===== src/rtl/latq_delay.sv =====
// Enabled shift line that carries side data alongside a pipelined unit.
`default_nettype none

module latq_delay #(
	parameter int WD    = 8,
	parameter int DEPTH = 2
) (
	input  logic          clk,
	input  logic          en,
	input  logic [WD-1:0] din,
	output logic [WD-1:0] dout
);
	logic [WD-1:0] sh_q [DEPTH];

	// shift on every advance
	always_ff @(posedge clk) begin
		if (en) begin
			sh_q[0] <= din;
			for (int i = 1; i < DEPTH; i++) begin
				sh_q[i] <= sh_q[i-1];
			end
		end
	end

	assign dout = sh_q[DEPTH-1];

endmodule

`default_nettype wire


===== config.mk =====
export PLATFORM = sky130hd
export DESIGN_NAME = latq_delay
export DESIGN_NICKNAME = d
export VERILOG_FILES = /design/src/rtl/latq_delay.sv
export SDC_FILE = /design/constraint.sdc
export NUM_CORES = 1
export LEC_CHECK = 0
export BUFFER_PORTS_ARGS = -buffer_cell sky130_fd_sc_hd__buf_4
export CAP_MARGIN = 5
export CORE_AREA = 2 2 39 41
export CTS_BUF_LIST = sky130_fd_sc_hd__clkbuf_2
export CTS_CLUSTER_SIZE = 40
export DETAILED_ROUTE_END_ITERATION = 7
export DIE_AREA = 0 0 41 43
export PLACE_DENSITY = 0.66
export SYNTH_ARGS = -nofsm -noshare
export SYNTH_HDL_FRONTEND = slang
export SYNTH_SLANG_ARGS = --single-unit

===== constraint.sdc =====
create_clock -name clk -period 1.8 [get_ports clk]
set_clock_uncertainty 0.1 [all_clocks]
set_input_delay 0.36 -clock clk [delete_from_list [all_inputs] [get_ports clk]]
set_output_delay 0.36 -clock clk [all_outputs]
set_load 0.01 [all_outputs]

-- Yosys cells after proc, flatten, opt, wreduce, memory -nomap -nowiden
Memory sizes are Yosys's and may differ from the RTL's.
Index checks and enable logic that the tools add are counted.
- bits of input ports: 10
- memories kept: 1
- memory bits (writable): 16
- output and inout bits: 8
- bits in registers: 0
- memory list (name ; words ; width ; rd ports ; clocked after Yosys merged registers in ; write ports ; line ; text):
    sh_q ; 2 ; 8 ; 2 ; 0 ; 2 ; 13 ; logic [WD-1:0] sh_q [DEPTH];
- muxes and demuxes: 2
- operators with widths (cell ; number):
    $mux W1 ; 2

-- Depth between registers and ports, before layout
Gate-level depths: netlist of run 1.
- depth after elaboration: 2
- mapped depth: 1

-- Least setup slack after synthesis of run 1
No wires, ideal clock.
- path kind: register to output
- from: mem sh_q[1][0] (netlist: sh_q[0][8])
- to: out dout[0]
- setup slack: 0.864 ns
- arrival: 0.476 ns
- cell stages (with the launch flop): 2
- buffers on the path: 1
- data required time: 1.340 ns
- path through: edfxtp_1 buf_4
- RTL lines (item ; line ; text):
    from (decl) ; 13 ;
    to (decl) ; 11 ; output logic [WD-1:0] dout

==> load_flow_metrics.sql, run 1 <==
INSERT INTO impl_metrics (metric_group, metric, value, unit) VALUES
('worst_setup_path', 'worstSetupPathDepth', '1', ''),
('yosys', 'synth.yosys.warnings', '0', ''),
('yosys', 'synth_largest_area_cell', 'sky130_fd_sc_hd__edfxtp_1', ''),
('sta', 'rsz0062_at_grt', 'no', ''),
('final_layout', 'registers.top_by_ff_count', 'sh_q', ''),
('sta', 'transition_time_of_the_tightest_slew_check_pin', '0.196', 'ns'),
('power_and_ir_drop', 'p_int', '512', 'uW'),
('place', 'port_buffers', '17', ''),
('yosys', 'synth_most_common_cell', 'sky130_fd_sc_hd__edfxtp_1', ''),
('status', 'status', 'finished clean', ''),
('worst_setup_path', 'cp_data_required_time', '1.34', 'ns'),
('final_layout', 'postLayoutCellArea', '643', 'um^2'),
('sta', 'hold_violations', '0', ''),
('worst_setup_path', 'slowest_stage', 'sky130_fd_sc_hd__edfxtp_1', ''),
('power_and_ir_drop', 'p_sw', '119', 'uW'),
('route', 'met3WireLength', '61', 'um'),
('route', 'drcViolationCount', '0', ''),
('sta', 'post-route-min-period', '1.27', 'ns'),
('yosys', 'syn_area', '541', 'um^2'),
('yosys', 'postSynth.topFlopCell', 'sky130_fd_sc_hd__edfxtp_1', ''),
('power_and_ir_drop', 'power.share.switching', '18.9', '%'),
('floorplan', 'die_height', '43', 'um'),
('sta', 'fin_worst_hold_slack', '0.159', 'ns'),
('worst_setup_path', 'r2r.worst_path.cells', '0', ''),
('floorplan', 'floorplan.die.width', '41', 'um'),
('sta', 'fin_tns_setup', '0', 'ns'),
('cts', 'clock_latency_on_the_worst_skew_pair', '0.26', 'ns'),
('power_and_ir_drop', 'p_leak', '0.251', 'nW'),
('run', 'drv_cap', '0', ''),
('sta', 'layout_worst_path_cycle_share', '70.5', '%'),
('route', 'ant_nets', '0', ''),
('floorplan', 'die_area', '1760', 'um^2'),
('sta', 'slew-limit-headroom', '87.0', '%'),
('cts', 'cts_setup_buffers', '0', ''),
('floorplan', 'std_cell_rows', '14', ''),
('yosys', 'synthArstFlopShare', '0', '%'),
('worst_setup_path', 'crit_arrival', '0.81', 'ns'),
('min_path', 'hold_path_depth', '1', ''),
('worst_setup_path', 'crit_path_max_fanout', '1', ''),
('worst_setup_path', 'critical_path_cell_sequence', 'buf_4', ''),
('cts', 'cts.htree.levels', '1', ''),
('power_and_ir_drop', 'ir_worst_vdd', '0.410', 'mV'),
('final_layout', 'multi_input_area', '0', 'um^2'),
('final_layout', 'finalNetCount', '48', ''),
('route', 'drt-vias-per-instance', '4.10', ''),
('cts', 'cts_inserted_buffers', '3', ''),
('final_layout', 'layout-area-overhead-vs-synth', '19.0', '%'),
('final_layout', 'fillers', '123', ''),
('grt', 'globalRouteTotalUtil', '9.49', '%'),
('cts', 'reg_clk_slew_reported_paths', '0.13', 'ns'),
('place', 'finalWeightedCongestion', '0.599', ''),
('sta', 'achievable-frequency', '788', 'MHz'),
('route', 'wl_met1', '208', 'um'),
('yosys', 'synth-seq-cells', '16', ''),
('grt', 'grt_start_max_net_pins', '17', ''),
('power_and_ir_drop', 'power_frac_comb', '7.0', '%'),
('route', 'routed-wl-met2', '337', 'um'),
('cts', 'cts.sink_count', '16', ''),
('final_layout', 'antenna_cells', '0', ''),
('floorplan', 'coreArea', '1380', 'um^2'),
('worst_setup_path', 'critical_path_buf_inv_count', '1', ''),
('yosys', 'post_synth_inst_count', '24', ''),
('cts', 'clk_root_buffer_cell', 'sky130_fd_sc_hd__clkbuf_2', ''),
('final_layout', 'biggestRegsByFlops', 'sh_q: 16 flops', ''),
('final_layout', 'largest_register_ff_count', '16', ''),
('route', 'vias', '213', ''),
('grt', 'global_route.overflow_total', '0', ''),
('power_and_ir_drop', 'power.clock.fraction', '22.1', '%'),
('worst_setup_path', 'timing.critical_path.max_delay_family', 'flip-flops', ''),
('min_path', 'holdCritPathClass', 'in -> reg', ''),
('sta', 'setup_violations', '0', '');
-- layer usage --
metal	GRT usage [%]	vias up
li1	-	104
met1	9.49	95
met2	12.8	12
met3	4.71	2
met4	10.0	0
met5	0	-
-- power by group through the flow --
| stage | sequential [mW] | combinational (mW) | clock, mW |
|---|---|---|---|
| 6_report | 0.448 | 0.0440 | 0.140 |
| 2_1_floorplan | 0.454 | 0.0226 | 0 |
| 5_1_grt | 0.451 | 0.0478 | 0.170 |
| 4_1_cts | 0.449 | 0.0446 | 0.147 |
| 3_3_place_gp | 0.454 | 0.0436 | 0 |
| 3_5_place_dp | 0.457 | 0.0445 | 0 |
-- final timing paths --
check                        start                    end  slack [ns]
max          sh_q[0][10]$_DFFE_PP_                dout[2]        0.53
min                         din[6]   sh_q[0][6]$_DFFE_PP_        0.16
max reg2reg   sh_q[0][1]$_DFFE_PP_   sh_q[0][9]$_DFFE_PP_        1.06
min reg2reg   sh_q[0][4]$_DFFE_PP_  sh_q[0][12]$_DFFE_PP_        0.34
-- cell families after synthesis --
| logic type | count (synthesis) | synth area share [%] |
|---|---|---|
| buf+inv | 8 | 11.1 |
| flops | 16 | 88.9 |
-- area by class of cell --
type / instances / area [um^2] / share of cell area, %
clock buffers: 3 / 15.0 / 2.33
flip-flops and latches: 16 / 480 / 74.7
well taps: 16 / 20.0 / 3.11
repair buffers: 17 / 128 / 19.8
-- cells in the final DEF, fill, tap and decap left out, drive strengths merged --
cell type / netlist / routed
edfxtp: 16 / 16
buf: 8 / 17
clkbuf: 0 / 3
-- stage by stage --
stage | worst slack, ns | util [%] | total power [mW]
after floorplan | 0.864 | - | 0.477
after global placement | 0.830 | 45.4 | 0.498
after detailed placement | 0.814 | 45.4 | 0.502
after CTS | 0.510 | 46.5 | 0.640
after global routing | 0.445 | 46.5 | 0.669
final | 0.531 | 46.5 | 0.632
Power figures use the tool's default switching activity.
==> run 2, diff against run 1 <==
--- a/config.mk
+++ b/config.mk
@@ -5,6 +5,7 @@
 export SDC_FILE = /design/constraint.sdc
 export NUM_CORES = 1
 export LEC_CHECK = 0
+export ABC_AREA = 1
 export BUFFER_PORTS_ARGS = -buffer_cell sky130_fd_sc_hd__buf_4
 export CAP_MARGIN = 5
 export CORE_AREA = 2 2 39 41
@@ -12,7 +13,7 @@
 export CTS_CLUSTER_SIZE = 40
 export DETAILED_ROUTE_END_ITERATION = 7
 export DIE_AREA = 0 0 41 43
-export PLACE_DENSITY = 0.66
+export PLACE_DENSITY = 0.69
 export SYNTH_ARGS = -nofsm -noshare
 export SYNTH_HDL_FRONTEND = slang
 export SYNTH_SLANG_ARGS = --single-unit
==> constraint.sdc (replaced) <==
create_clock -name clk -period 1.1 [get_ports clk]
set_clock_uncertainty 0.1 [all_clocks]
set_input_delay 0.22 -clock clk [delete_from_list [all_inputs] [get_ports clk]]
set_output_delay 0.22 -clock clk [all_outputs]
set_load 0.01 [all_outputs]
==> load_flow_metrics.sql, run 2 (synthesized netlist as in run 1, its figures left out) <==
INSERT INTO impl_metrics (metric_group, metric, value, unit) VALUES
('status', 'status', 'finished with violations', ''),
('status', 'failed_checks', 'setup timing', ''),
('grt', 'grt_pass1_wl', '779', 'um'),
('sta', 'timing.final.max_slew_violations', '0', ''),
('final_layout', 'layout.cells.most_common', 'sky130_fd_sc_hd__edfxtp_1', ''),
('floorplan', 'std_cell_rows', '14', ''),
('route', 'postRouteWirelength', '560', 'um'),
('floorplan', 'die_area', '1760', 'um^2'),
('final_layout', 'register_area', '480', 'um^2'),
('worst_setup_path', 'reg2reg_to', 'sh_q[0][14]$_DFFE_PP_', ''),
('power_and_ir_drop', 'power-per-cell-area', '1450', 'nW/um^2'),
('route', 'ant_nets', '0', ''),
('worst_setup_path', 'crit_path_max_incr_delay', '0.41', 'ns'),
('final_layout', 'registers.top_by_ff_count', 'sh_q', ''),
('grt', 'antenna_found_initial', '0', ''),
('worst_setup_path', 'startpoint_kind_of_the_worst_setup_timing_path', 'flop', ''),
('floorplan', 'floorplan.initialDensity', '39.1', '%'),
('cts', 'cts_setup_buffers', '0', ''),
('final_layout', 'layout-area-overhead-vs-synth', '38.0', '%'),
('sta', 'fin_worst_hold_slack', '0.197', 'ns'),
('worst_setup_path', 'cp_data_required_time', '0.78', 'ns'),
('final_layout', 'final_cell_mix', '16 x sky130_fd_sc_hd__edfxtp_1, 12 x sky130_fd_sc_hd__buf_4, 8 x sky130_fd_sc_hd__dlygate4sd3_1, 5 x sky130_fd_sc_hd__buf_6, 3 x sky130_fd_sc_hd__clkbuf_2', ''),
('worst_setup_path', 'setup.worst_path.class', 'reg -> out', ''),
('cts', 'cts_tree', 'yes', ''),
('worst_setup_path', 'critical_path_cell_sequence', 'buf_6', ''),
('route', 'vias', '246', ''),
('min_path', 'whs_endpoint', 'sh_q[0][11]$_DFFE_PP_', ''),
('floorplan', 'floorplan.io_pins', '18', ''),
('worst_setup_path', 'regToRegStartpoint', 'sh_q[0][6]$_DFFE_PP_', ''),
('route', 'drt-vias-per-instance', '4.03', ''),
('worst_setup_path', 'r2r.worst_path.cells', '0', ''),
('cts', 'clk_path_buf_depth', '2', ''),
('sta', 'setup_violations', '8', ''),
('sta', 'slew-limit-headroom', '87.3', '%'),
('grt', 'global_route.overflow_total', '0', ''),
('cts', 'reg_clk_slew_reported_paths', '0.14', 'ns'),
('sta', 'transition_time_of_the_tightest_slew_check_pin', '0.190', 'ns'),
('cts', 'clock_latency_on_the_worst_skew_pair', '0.27', 'ns'),
('final_layout', 'final_core_utilization', '53.9', '%'),
('place', 'dpl.cell_count', '49', ''),
('worst_setup_path', 'r2r_setup_slack', '0.37', 'ns'),
('route', 'drt_iter0_markers', '1', ''),
('power_and_ir_drop', 'fin_total_pwr', '1.08', 'mW'),
('final_layout', 'nMultiInputCombCells', '0', ''),
('route', 'drt_first_pass_iters', '3', ''),
('power_and_ir_drop', 'p_leak', '0.292', 'nW'),
('route', 'drcViolationCount', '0', ''),
('place', 'finalWeightedCongestion', '0.540', ''),
('min_path', 'holdCritPathClass', 'in -> reg', ''),
('grt', 'globalRouteTotalUtil', '7.61', '%'),
('power_and_ir_drop', 'ir_worst_vdd', '0.795', 'mV'),
('sta', 'hold_violations', '0', ''),
('sta', 'final.setup.worst_slack', '-0.0366', 'ns'),
('worst_setup_path', 'worstSetupPathDepth', '1', ''),
('final_layout', 'fillers', '111', ''),
('cts', 'cts.htree.levels', '1', ''),
('final_layout', 'antenna_cells', '0', ''),
('floorplan', 'coreArea', '1380', 'um^2'),
('worst_setup_path', 'critical_path_buf_inv_count', '1', ''),
('final_layout', 'largest_register_ff_count', '16', ''),
('worst_setup_path', 'crit_path_max_fanout', '1', ''),
('cts', 'cts.sink_count', '16', ''),
('final_layout', 'post_route_cells_drive_above_1_share', '44.4', '%'),
('cts', 'clk_root_buffer_cell', 'sky130_fd_sc_hd__clkbuf_2', ''),
('floorplan', 'floorplan.die.width', '41', 'um'),
('sta', 'layout_worst_path_cycle_share', '103', '%'),
('sta', 'fin_tns_setup', '-0.231', 'ns'),
('grt', 'grt_start_max_net_pins', '17', ''),
('sta', 'post-route-min-period', '1.14', 'ns'),
('grt', 'first_global_vias', '201', ''),
('min_path', 'hold_path_depth', '1', ''),
('final_layout', 'multi_input_area', '0', 'um^2'),
('final_layout', 'finalNetCount', '56', ''),
('cts', 'cts_inserted_buffers', '3', ''),
('sta', 'achievable-frequency', '880', 'MHz'),
('route', 'avgRoutedWirePerCell', '9.18', 'um'),
('run', 'drv_cap', '0', ''),
('min_path', 'timing.hold.worst.start', 'en', ''),
('place', 'port_buffers', '17', ''),
('worst_setup_path', 'slowest_stage', 'sky130_fd_sc_hd__edfxtp_1', ''),
('worst_setup_path', 'crit_arrival', '0.82', 'ns'),
('worst_setup_path', 'timing.critical_path.max_delay_family', 'flip-flops', ''),
('floorplan', 'die_height', '43', 'um'),
('final_layout', 'biggestRegsByFlops', 'sh_q: 16 flops', ''),
('sta', 'rsz0062_at_grt', 'yes', ''),
('worst_setup_path', 'end_kind', 'output port', ''),
('final_layout', 'final_cells', '61', '');
==> run 2: changes by cell type in the layout (fill, tap and decap cells not counted) <==
cell,change
sky130_fd_sc_hd__dlygate4sd3_1,+8
sky130_fd_sc_hd__buf_4,-5
sky130_fd_sc_hd__buf_6,+5
sky130_fd_sc_hd__clkinv_1,+1
==> run 2: cell type report <==
cell class | count | share of cell area (%)
flip-flops and latches | 16 | 64.4
clock buffers | 3 | 2.01
clock inverters | 1 | 0.503
well taps | 16 | 2.68
repair buffers | 25 | 30.4
==> run 2: power by group <==
group	internal (mW)	switching [mW]	total, mW
combinational	0.0676	0.0332	0.101
sequential	0.722	0.0117	0.734
clock	0.0790	0.169	0.248
==> run 2: stage by stage <==
step	setup slack (ns)	area (um^2)
after floorplan	0.304	541
after global placement	0.271	628
after detailed placement	0.258	628
after CTS	-0.0543	674
after global routing	-0.110	746
final	-0.0366	746
==> run 2: routing by layer <==
layer	share of wire [%]	track usage [%]
met2	48	10.0
met1	36	7.30
met5	0	0
met3	13	3.14
met4	2.7	10.0
==> run 2: timing repair <==
action / CTS / global route
endpoints found under the setup margin: 8 / 8
hold endpoints to repair: 2 / 6
hold buffers: 2 / 6
gates resized for setup: 2 / 3
==> run 2: how the worst max path moves through the flow <==
stage	startpoint	end	slack (ns)
floorplan	sh_q[0][8]$_DFFE_PP_	dout[0]	0.30
global placement	en	sh_q[0][13]$_DFFE_PP_	0.27
detailed placement	en	sh_q[0][12]$_DFFE_PP_	0.26
CTS	sh_q[0][13]$_DFFE_PP_	dout[5]	-0.05
global route	sh_q[0][11]$_DFFE_PP_	dout[3]	-0.11
finish	sh_q[0][13]$_DFFE_PP_	dout[5]	-0.04
